File: src/design/lae_pkg.sv
package lae_pkg;

	localparam int LEVEL_FRAC_BITS = 24;
	localparam int LEVEL_W = LEVEL_FRAC_BITS + 1;

	localparam logic [LEVEL_W-1:0] LEVEL_ONE = {1'b1, {LEVEL_FRAC_BITS{1'b0}}};

	// register reset values
	localparam logic [LEVEL_W-1:0] ATTACK_RESET  = LEVEL_W'(16777);
	localparam logic [LEVEL_W-1:0] DECAY_RESET   = LEVEL_W'(3495);
	localparam logic [LEVEL_W-1:0] SUSTAIN_RESET = LEVEL_W'(11744051);
	localparam logic [LEVEL_W-1:0] RELEASE_RESET = LEVEL_W'(1165);

	// decay step for the reset rate and sustain
	localparam logic [LEVEL_W-1:0] DECAY_DEC_RESET = LEVEL_W'(
		(64'(DECAY_RESET) * (64'(LEVEL_ONE) - 64'(SUSTAIN_RESET))) >> LEVEL_FRAC_BITS);

	localparam logic [1:0] REG_ATTACK  = 2'd0;
	localparam logic [1:0] REG_DECAY   = 2'd1;
	localparam logic [1:0] REG_SUSTAIN = 2'd2;
	localparam logic [1:0] REG_RELEASE = 2'd3;

	localparam logic [1:0] OP_TICK     = 2'd0;
	localparam logic [1:0] OP_NOTE_ON  = 2'd1;
	localparam logic [1:0] OP_NOTE_OFF = 2'd2;

	typedef enum logic [2:0] {
		ST_OFF     = 3'd0,
		ST_ATTACK  = 3'd1,
		ST_DECAY   = 3'd2,
		ST_SUSTAIN = 3'd3,
		ST_RELEASE = 3'd4
	} env_stage_t;

	typedef struct packed {
		logic [1:0] op;
		logic [6:0] note;
	} in_item_t;

	typedef struct packed {
		logic [LEVEL_W-1:0] level;
		logic [2:0]         stage;
		logic               active;
	} out_item_t;

	// saturated settings and the precomputed decay step
	typedef struct packed {
		logic [LEVEL_W-1:0] attack;
		logic [LEVEL_W-1:0] sustain;
		logic [LEVEL_W-1:0] release_step;
		logic [LEVEL_W-1:0] decay_dec;
	} cfg_t;

	function automatic logic [LEVEL_W-1:0] sat_one(input logic [LEVEL_W-1:0] v);
		return (v > LEVEL_ONE) ? LEVEL_ONE : v;
	endfunction

endpackage

File: src/design/lae_cfg.sv
module lae_cfg (
	input  logic                          clk,
	input  logic                          arst_n,
	input  logic                          cfg_we,
	input  logic [1:0]                    cfg_index,
	input  logic [lae_pkg::LEVEL_W-1:0]   cfg_data,
	output lae_pkg::cfg_t                 cfg
);

	logic [lae_pkg::LEVEL_W-1:0]   attack_q;
	logic [lae_pkg::LEVEL_W-1:0]   decay_q;
	logic [lae_pkg::LEVEL_W-1:0]   sustain_q;
	logic [lae_pkg::LEVEL_W-1:0]   release_q;
	logic [lae_pkg::LEVEL_W-1:0]   dec_q;
	logic [lae_pkg::LEVEL_W-1:0]   nxt_decay;
	logic [lae_pkg::LEVEL_W-1:0]   nxt_sustain;
	logic [2*lae_pkg::LEVEL_W-1:0] dec_prod;

	// store values already clipped to 1.0
	always_ff @(posedge clk or negedge arst_n) begin
		if (!arst_n) begin
			attack_q  <= lae_pkg::ATTACK_RESET;
			decay_q   <= lae_pkg::DECAY_RESET;
			sustain_q <= lae_pkg::SUSTAIN_RESET;
			release_q <= lae_pkg::RELEASE_RESET;
		end else if (cfg_we) begin
			case (cfg_index)
				lae_pkg::REG_ATTACK:  attack_q  <= lae_pkg::sat_one(cfg_data);
				lae_pkg::REG_DECAY:   decay_q   <= lae_pkg::sat_one(cfg_data);
				lae_pkg::REG_SUSTAIN: sustain_q <= lae_pkg::sat_one(cfg_data);
				lae_pkg::REG_RELEASE: release_q <= lae_pkg::sat_one(cfg_data);
				default: begin
				end
			endcase
		end
	end

	// rate and sustain as they stand after this edge
	assign nxt_decay   = (cfg_we && cfg_index == lae_pkg::REG_DECAY) ?
		lae_pkg::sat_one(cfg_data) : decay_q;
	assign nxt_sustain = (cfg_we && cfg_index == lae_pkg::REG_SUSTAIN) ?
		lae_pkg::sat_one(cfg_data) : sustain_q;

	// decay step = rate * (1 - sustain), truncated; never above 1.0
	assign dec_prod = nxt_decay * (lae_pkg::LEVEL_ONE - nxt_sustain);

	always_ff @(posedge clk or negedge arst_n) begin
		if (!arst_n) begin
			dec_q <= lae_pkg::DECAY_DEC_RESET;
		end else begin
			dec_q <= dec_prod[lae_pkg::LEVEL_FRAC_BITS +: lae_pkg::LEVEL_W];
		end
	end

	assign cfg.attack       = attack_q;
	assign cfg.sustain      = sustain_q;
	assign cfg.release_step = release_q;
	assign cfg.decay_dec    = dec_q;

endmodule

File: src/design/linear_adsr_envelope.sv
// Single-voice linear ADSR envelope, levels in unsigned Q1.24 (1.0 = 2^24).
// Input channel (in_valid / in_stall / in_data): one event per transfer,
// op = tick, note on or note off, with a note number.
// Output channel (out_valid / out_stall / out_data): exactly one result per
// event, giving level, stage and active after that event is applied.
// Configuration: cfg_we with cfg_index and cfg_data writes attack step,
// decay rate, sustain level or release step; values above 1.0 act as 1.0.
// Write these only while no event is in flight.
// Path: an event goes through the input register, then the result register,
// and transfers out from the result register. Throughput: one event per
// cycle when out_stall is low; the state update is one add and compare per
// event, and the decay step product is registered with the settings it is
// made from.
// Stall: when out_stall holds the result register, the input register
// fills and in_stall rises; no event is lost or repeated.
// Reset: stage off, level 0, held note 0, registers at their defaults,
// both pipeline registers empty.
module linear_adsr_envelope (
	input  logic                        clk,
	input  logic                        arst_n,
	input  logic                        in_valid,
	output logic                        in_stall,
	input  lae_pkg::in_item_t           in_data,
	output logic                        out_valid,
	input  logic                        out_stall,
	output lae_pkg::out_item_t          out_data,
	input  logic                        cfg_we,
	input  logic [1:0]                  cfg_index,
	input  logic [lae_pkg::LEVEL_W-1:0] cfg_data
);

	lae_pkg::cfg_t cfg;

	logic                 valid_s1;
	lae_pkg::in_item_t    item_s1;
	logic                 valid_s2;
	lae_pkg::out_item_t   result_s2;

	lae_pkg::env_stage_t         stage_q;
	logic [lae_pkg::LEVEL_W-1:0] level_q;
	logic [6:0]                  note_q;

	lae_pkg::env_stage_t         nxt_stage;
	logic [lae_pkg::LEVEL_W-1:0] nxt_level;
	logic [6:0]                  nxt_note;

	logic                        adv_s2;
	logic                        move;
	logic                        accept;
	logic [lae_pkg::LEVEL_W:0]   att_sum;
	logic [lae_pkg::LEVEL_W:0]   dec_lim;

	lae_cfg u_cfg (
		.clk       (clk),
		.arst_n    (arst_n),
		.cfg_we    (cfg_we),
		.cfg_index (cfg_index),
		.cfg_data  (cfg_data),
		.cfg       (cfg)
	);

	// Handshake: the result register advances when empty or taken.
	assign adv_s2    = !valid_s2 || !out_stall;
	assign move      = valid_s1 && adv_s2;
	assign in_stall  = valid_s1 && !adv_s2;
	assign accept    = in_valid && !in_stall;
	assign out_valid = valid_s2;
	assign out_data  = result_s2;

	always_ff @(posedge clk or negedge arst_n) begin
		if (!arst_n) begin
			valid_s1 <= 1'b0;
			valid_s2 <= 1'b0;
		end else begin
			if (accept) begin
				valid_s1 <= 1'b1;
			end else if (move) begin
				valid_s1 <= 1'b0;
			end
			if (adv_s2) begin
				valid_s2 <= valid_s1;
			end
		end
	end

	always_ff @(posedge clk) begin
		if (accept) begin
			item_s1 <= in_data;
		end
	end

	// Step sums, one bit wider so the compare never wraps.
	assign att_sum = {1'b0, level_q} + {1'b0, cfg.attack};
	assign dec_lim = {1'b0, cfg.sustain} + {1'b0, cfg.decay_dec};

	// Next envelope state for the event in the input register.
	always_comb begin
		nxt_stage = stage_q;
		nxt_level = level_q;
		nxt_note  = note_q;
		case (item_s1.op)
			lae_pkg::OP_TICK: begin
				case (stage_q)
					lae_pkg::ST_ATTACK: begin
						if (att_sum >= {1'b0, lae_pkg::LEVEL_ONE}) begin
							nxt_level = lae_pkg::LEVEL_ONE;
							nxt_stage = lae_pkg::ST_DECAY;
						end else begin
							nxt_level = att_sum[lae_pkg::LEVEL_W-1:0];
						end
					end
					lae_pkg::ST_DECAY: begin
						// land on the sustain level, even if already below it
						if ({1'b0, level_q} <= dec_lim) begin
							nxt_level = cfg.sustain;
							nxt_stage = lae_pkg::ST_SUSTAIN;
						end else begin
							nxt_level = level_q - cfg.decay_dec;
						end
					end
					lae_pkg::ST_SUSTAIN: begin
						nxt_level = cfg.sustain;
					end
					lae_pkg::ST_RELEASE: begin
						if (level_q <= cfg.release_step) begin
							nxt_level = '0;
							nxt_stage = lae_pkg::ST_OFF;
						end else begin
							nxt_level = level_q - cfg.release_step;
						end
					end
					default: begin
						nxt_level = '0;
						nxt_stage = lae_pkg::ST_OFF;
					end
				endcase
			end
			lae_pkg::OP_NOTE_ON: begin
				nxt_note  = item_s1.note;
				nxt_stage = lae_pkg::ST_ATTACK;
				nxt_level = '0;
			end
			lae_pkg::OP_NOTE_OFF: begin
				// only the held note, and only from attack, decay or sustain
				if (stage_q != lae_pkg::ST_OFF && stage_q != lae_pkg::ST_RELEASE &&
						note_q == item_s1.note) begin
					nxt_stage = lae_pkg::ST_RELEASE;
				end
			end
			default: begin
			end
		endcase
	end

	// Commit state and present the result on the same transfer.
	always_ff @(posedge clk or negedge arst_n) begin
		if (!arst_n) begin
			stage_q <= lae_pkg::ST_OFF;
			level_q <= '0;
			note_q  <= '0;
		end else if (move) begin
			stage_q <= nxt_stage;
			level_q <= nxt_level;
			note_q  <= nxt_note;
		end
	end

	always_ff @(posedge clk) begin
		if (move) begin
			result_s2.level  <= (nxt_stage == lae_pkg::ST_OFF) ? '0 : nxt_level;
			result_s2.stage  <= nxt_stage;
			result_s2.active <= (nxt_stage != lae_pkg::ST_OFF);
		end
	end

	a_level_max: assert property (@(posedge clk) disable iff (!arst_n)
		level_q <= lae_pkg::LEVEL_ONE)
		else $error("envelope level above full scale");

	a_off_zero: assert property (@(posedge clk) disable iff (!arst_n)
		stage_q == lae_pkg::ST_OFF |-> level_q == '0)
		else $error("nonzero level while off");

	a_state_hold: assert property (@(posedge clk) disable iff (!arst_n)
		!move |=> $stable(stage_q) && $stable(level_q) && $stable(note_q))
		else $error("envelope state changed without a transfer");

	a_active: assert property (@(posedge clk) disable iff (!arst_n)
		valid_s2 |-> result_s2.active == (result_s2.stage != lae_pkg::ST_OFF))
		else $error("active flag disagrees with stage");

	a_stall_full: assert property (@(posedge clk) disable iff (!arst_n)
		in_stall |-> valid_s1 && valid_s2)
		else $error("input stalled with room in the pipeline");

endmodule
File: config.mk
export PLATFORM = sky130hd
export DESIGN_NAME = linear_adsr_envelope
export DESIGN_NICKNAME = d
export VERILOG_FILES = /design/src/design/lae_pkg.sv /design/src/design/lae_cfg.sv /design/src/design/linear_adsr_envelope.sv
export SDC_FILE = /design/constraint.sdc
export NUM_CORES = 2
export LEC_CHECK = 0
export BUFFER_PORTS_ARGS = -buffer_cell sky130_fd_sc_hd__buf_2
export CAP_MARGIN = 15
export CORE_ASPECT_RATIO = 0.6
export CORE_MARGIN = 3
export CORE_UTILIZATION = 60
export DETAILED_ROUTE_END_ITERATION = 7
export PLACE_DENSITY = 0.77
export REMOVE_ABC_BUFFERS = 1
export SLEW_MARGIN = 5
export SYNTH_ARGS = -nofsm -noshare
export SYNTH_HDL_FRONTEND = slang
export SYNTH_SLANG_ARGS = --single-unit
File: constraint.sdc
create_clock -name clk -period 12.15 [get_ports clk]
set_input_delay 1.215 -clock clk [delete_from_list [all_inputs] [get_ports clk]]
set_output_delay 1.215 -clock clk [all_outputs]
set_load 0.02 [all_outputs]
Yosys cells after proc, flatten, opt, wreduce, memory -nomap -nowiden. Index checks and enable logic that the tools add are counted.

ROM bits: 0. Bits in registers: 200. Bits in latches: 0. Word-level logic and storage cells: 75. Bits in writable memories: 0. Output and inout port bits: 31. Memories kept: 0. Input port bits: 41.

Eq/ne operators: 11. Multiplexer cells: 16. Bitwise gates (word level): 0. Multiply operators: 1. Add/sub/neg operators: 5. Reduce and logical (&&, ||, !) cells: 23. Div/mod/pow operators: 0. Shift operators: 0. $lt $le $gt $ge: 4.

Operator list (number): two-way mux 25 bit (6); one-hot mux 25 bit (4 select lines) (1); adder 25 x 25 -> 26 bit (2); multiplier 25 x 50 -> 49 bit (1); one-hot mux 25 bit (2 select lines) (1); subtractor 25 bit (2); greater-or-equal comparator 26 x 25 -> 1 bit, second input constant (1); less-or-equal comparator 25 x 26 -> 1 bit (1); subtractor 25 x 25 -> 26 bit, first input constant (1); > comparator 25 bit, second input constant (1); less-or-equal comparator 25 bit (1); two-way mux 3 bit (4); one-hot mux 3 bit (4 select lines) (1); AND reduction 2 bit (5); one-hot mux 3 bit (3 select lines) (1); == test 7 bit (1); logical AND 1 bit (7); == test 2 bit, second input constant (3); == test 3 x 2 -> 1 bit, second input constant (2); nonzero test 3 bit (2); == test 2 x 1 -> 1 bit, second input constant (2); logical NOT 1 bit (4); logical NOT 2 bit (2); == test 3 x 1 -> 1 bit, second input constant (1); 6 further kinds (7).

Depth between registers and ports, before layout.
Depth in word-level cells: 7. Gate-level depth with buffers: 39. Depth with buffers taken out: 35.

Cells and area by module. A second synthesis with hierarchy kept.

Cell total of the unflattened synthesis: 4106. Area total of the unflattened synthesis: 36587.6 sq um.

By module, submodules not included: lae_cfg (instances 1, seq. area each 3170.5 sq um, cells an instance 2979, area each 27156.0 sq um); linear_adsr_envelope (instances 1, seq. area each 2067.0 sq um, cells an instance 1127, area each 9431.5 sq um).

Worst setup path after synthesis. Ideal clock, no wire load.

Path kind: input -> register. Start: input port cfg_we. End: register u_cfg.dec_q[4] in the netlist's numbering. Cell stages on the path: 35. Arrival time: 9782 ps. Required time: 12039 ps. Buffers on the path: 4. Library setup time: 111 ps. Path slack: 2257 ps. Cells stage by stage: and3b_1 > buf_2 > mux2i_1 > buf_2 > inv_2 > clkbuf_1 > ha_1 > nand2b_1 > nand4bb_1 > a21oi_1 > xor2_1 > clkbuf_1 > nor2_1 > fa_1 > fa_1 > inv_1 > fa_1 > inv_1 > fa_1 > fa_1 > inv_1 > fa_1 > inv_1 > fa_1 > ha_1 > and3_1 > and3_1 > nand2_1 > a31oi_1 > nor4_1 > a21boi_0 > o21a_1 > o21a_1 > or4_1 > o311ai_0.

Longest elaborated chain between the ends: 4. Elaborated cells between the ends (all ways): 6. Those cells by class: add/sub: 1; mul: 1; mux: 2; reduce/logical: 2.

RTL lines: from (decl) (line linear_adsr_envelope.sv:27) `input logic cfg_we,`; logical AND 1 bit (line lae_cfg.sv:41) `assign nxt_sustain = (cfg_we && cfg_index == lae_pkg::REG_SUSTAIN) ?`; two-way mux 25 bit (line lae_cfg.sv:41); subtractor 25 x 25 -> 26 bit (line lae_cfg.sv:45) `assign dec_prod = nxt_decay * (lae_pkg::LEVEL_ONE - nxt_sustain);`; multiplier 25 x 50 -> 49 bit (*) (line lae_cfg.sv:45); via u_cfg.dec_prod, one bit (line lae_cfg.sv:17) `logic [2*lae_pkg::LEVEL_W-1:0] dec_prod;`; to (signal assigned) (line lae_cfg.sv:49) `dec_q <= lae_pkg::DECAY_DEC_RESET;`; to (signal assigned) (line lae_cfg.sv:51) `dec_q <= dec_prod[lae_pkg::LEVEL_FRAC_BITS +: lae_pkg::LEVEL_W];`; to (decl) (line lae_cfg.sv:14) `logic [lae_pkg::LEVEL_W-1:0] dec_q;`.

The timed path passes the listed nets; every way through them passes the cells marked *. A chain may end at the register's enable or synchronous reset.

Final worst setup path.
Start: input port cfg_index[0]. End: register u_cfg.dec_q[21] in the netlist's numbering.

Longest elaborated chain between the ends: 5. Elaborated cells between the ends (all ways): 8. Those cells by class: add/sub: 1; mul: 1; eq/ne: 2; mux: 2; reduce/logical: 2.

RTL lines: from (decl) (line linear_adsr_envelope.sv:28) `input logic [1:0] cfg_index,`; == test 2 bit (line lae_cfg.sv:41); logical AND 1 bit (line lae_cfg.sv:41); two-way mux 25 bit (line lae_cfg.sv:41); subtractor 25 x 25 -> 26 bit (line lae_cfg.sv:45); multiplier 25 x 50 -> 49 bit (*) (line lae_cfg.sv:45); via u_cfg.dec_prod, one bit (line lae_cfg.sv:17).

Marks and branches as above.

==> out/metrics.yaml <==
outcome:
  status: "completed"
grt:
  grt_overflow: 0
  grt_pass1_wl_um: 179000
  antenna_found_initial: 5
  grt_max_degree: 69
  grt_usage_pct: 38.2
  grt_pass1_vias: 29500
finish:
  layout_common_cells: "inv_1, fa_1, nand2_1"
  final_layout_size_suffix_gt1_share_pct: 7.15
  layout_commonest_cell: "inv_1"
  syn_to_final_growth_pct: 6.32
  final_nets: 4988
cts:
  postCtsSetupRepairBufs: 0
  cts_hold_buf: 0
  cts_tree: "yes"
  htreeDepth: 4
  path_clk_slew_ps: 80
  cts_buffer_depth: 2
  clock-sinks: 200
  clkLatencyLatePin_ps: 470
  clockRootBuffer: "clkbuf_16"
  cts_resized: 0
  cts_buffers: 17
logic_synthesis:
  synth_edf_count: 38
  synth.distinct_cells: 93
  ys_seq_area_share_pct: 14.7
  syn-cell-area_um2: 35600
  yosys_most_used_dff: "dfrtp_1"
  synth.top_cell.area_share_pct: 37.5
  syn_area_per_cell_um2: 8.92
  netlist_instances: 3991
  yosysWarnings: 0
  yosysTopAreaCell: "fa_1"
  ys_seq_elements: 200
  async_flop_share_pct: 81.0
  synth_area_leaders: "fa_1, dfrtp_1, ha_1"
detailed_routing:
  wl_um: 115000
  routedWlPerCell_um: 23.9
  vias: 29400
  drt_iter0_markers: 3895
  ant_nets: 0
  vias_per_cell: 6.09
  drc: 0
  firstDrtPassIters: 6
job:
  cap_violations: 0
worst_setup_path:
  end_kind: "register"
  cp.required_ps: 12500
  crit_path_max_fanout: 13
  arrival_ps: 11990
  start_kind: "input port"
  critPathSlowestCell: "a31oi_1"
  max_stage_delay_ps: 740
  rrSetupSlack_ps: 1590
  cpMostUsedCell: "fa_1"
  critPathKind: "input port to register"
timing:
  rsz0062_at_grt: "no"
  slew_headroom_pct: 18.5
  setup_tns_ps: 0
  max_freq_mhz: 85.9
  max_slew.worst_pin.slew_ps: 1190
  period_share_pct: 95.8
  fin_skew_ps: 10.8
  finalHoldViolCount: 0
  setup_viol_count_final: 0
  layout_min_cycle_time_ps: 11640
  drv_slew: 0
die:
  io-pin-count: 72
  die-height_um: 195
  start_util_pct: 61.3
  rows: 68
  die_area_um2: 62400
  core-area_um2: 58100
  dieWidth_um: 320
placed_design:
  portBuffers: 71
  place.gp.congestion: 1.05
  dp_hpwl_um: 94000
worst_hold_path:
  hold_path_class: "register to register"
-- sequential cells by signal (all words and copies together) (netlist names) --
signal and count:
stage_q 3, level_q 25, u_cfg.decay_q 25, out_data 29, valid_s1 1, out_valid 1
u_cfg.release_q 25, u_cfg.sustain_q 25, item_s1 9, u_cfg.attack_q 25, note_q 7, u_cfg.dec_q 25
-- final timing paths --
check,from,endpoint,cells after the start
hold reg to reg,u_cfg.release_q[7],u_cfg.release_q[7],2
hold / removal,u_cfg.release_q[7],u_cfg.release_q[7],2
setup / recovery,cfg_index[0],u_cfg.dec_q[21],33
max in group asynchronous,arst_n,note_q[6],3
setup reg to reg,u_cfg.sustain_q[1],u_cfg.dec_q[21],32
min in group asynchronous,arst_n,u_cfg.decay_q[3],1
-- final cells by class --
cell class / count / area [um2]
tap: 770 / 963
clock inverter: 9 / 116
multi-input combinational: 2852 / 26900
clock buffer: 22 / 485
antenna: 1 / 2.50
inverter: 794 / 2980
sequential: 200 / 5240
fill: 4786 / 20300
timing repair buffer: 179 / 1190
-- worst max-delay path, delay by kind of cell --
kind | cells | cell delay (ps)
adders and majority gates | 9 | 4170
and+or+nand+nor | 11 | 3070
AOI/OAI and AO/OA | 4 | 1920
xor gates and xnor gates | 2 | 690
muxes | 1 | 440
buffers and inverters | 6 | 440
-- per-stage QoR --
step	instance area, um2	instances	setup WS, ps	util, %	hold slack [ps]
finish	37800	4827	515	65.1	485
global route	37800	4826	250	65.1	515
CTS	37800	4824	796	65.1	486
detailed placement	37200	4793	407	64.0	470
global placement	37200	4793	624	64.0	461
floorplan	35000	3846	1730	-	450
-- synthesized netlist by cell type, types with 40 or more instances --
master,number
xnor2_1,111
a21o_1,51
o21a_1,40
nor2_1,449
a21oi_1,132
inv_1,786
dfrtp_1,128
fa_1,666
nand2_1,509
o21ai_0,121
ha_1,237
xor2_1,60
clkbuf_1,127
-- cells by family (layout without fill, tap and decap cells) --
| kind of cell | Yosys count | after routing | share of synthesized area, % |
|---|---|---|---|
| buffers and inverters | 939 | 1004 | 9.97 |
| AOI/OAI and AO/OA | 545 | 545 | 9.97 |
| xor gates and xnor gates | 172 | 172 | 4.25 |
| adders and majority gates | 903 | 903 | 45.8 |
| and+or+nand+nor | 1197 | 1197 | 14.3 |
| other | 0 | 1 | 0 |
| muxes | 35 | 35 | 1.03 |
| DFF | 200 | 200 | 14.7 |
-- metal layers --
layer  track usage [%]  part of all wire (%)  vias up
met3              20.0                    19      181
met1              57.2                    41    14600
met4              6.57                   2.0        2
met5             0.536                 0.011        -
li1                  -                     -    12500
met2              49.4                    38     2089
Power is not shown: default switching activity piles up to over one toggle a cycle in this logic, so the estimate is an artifact.
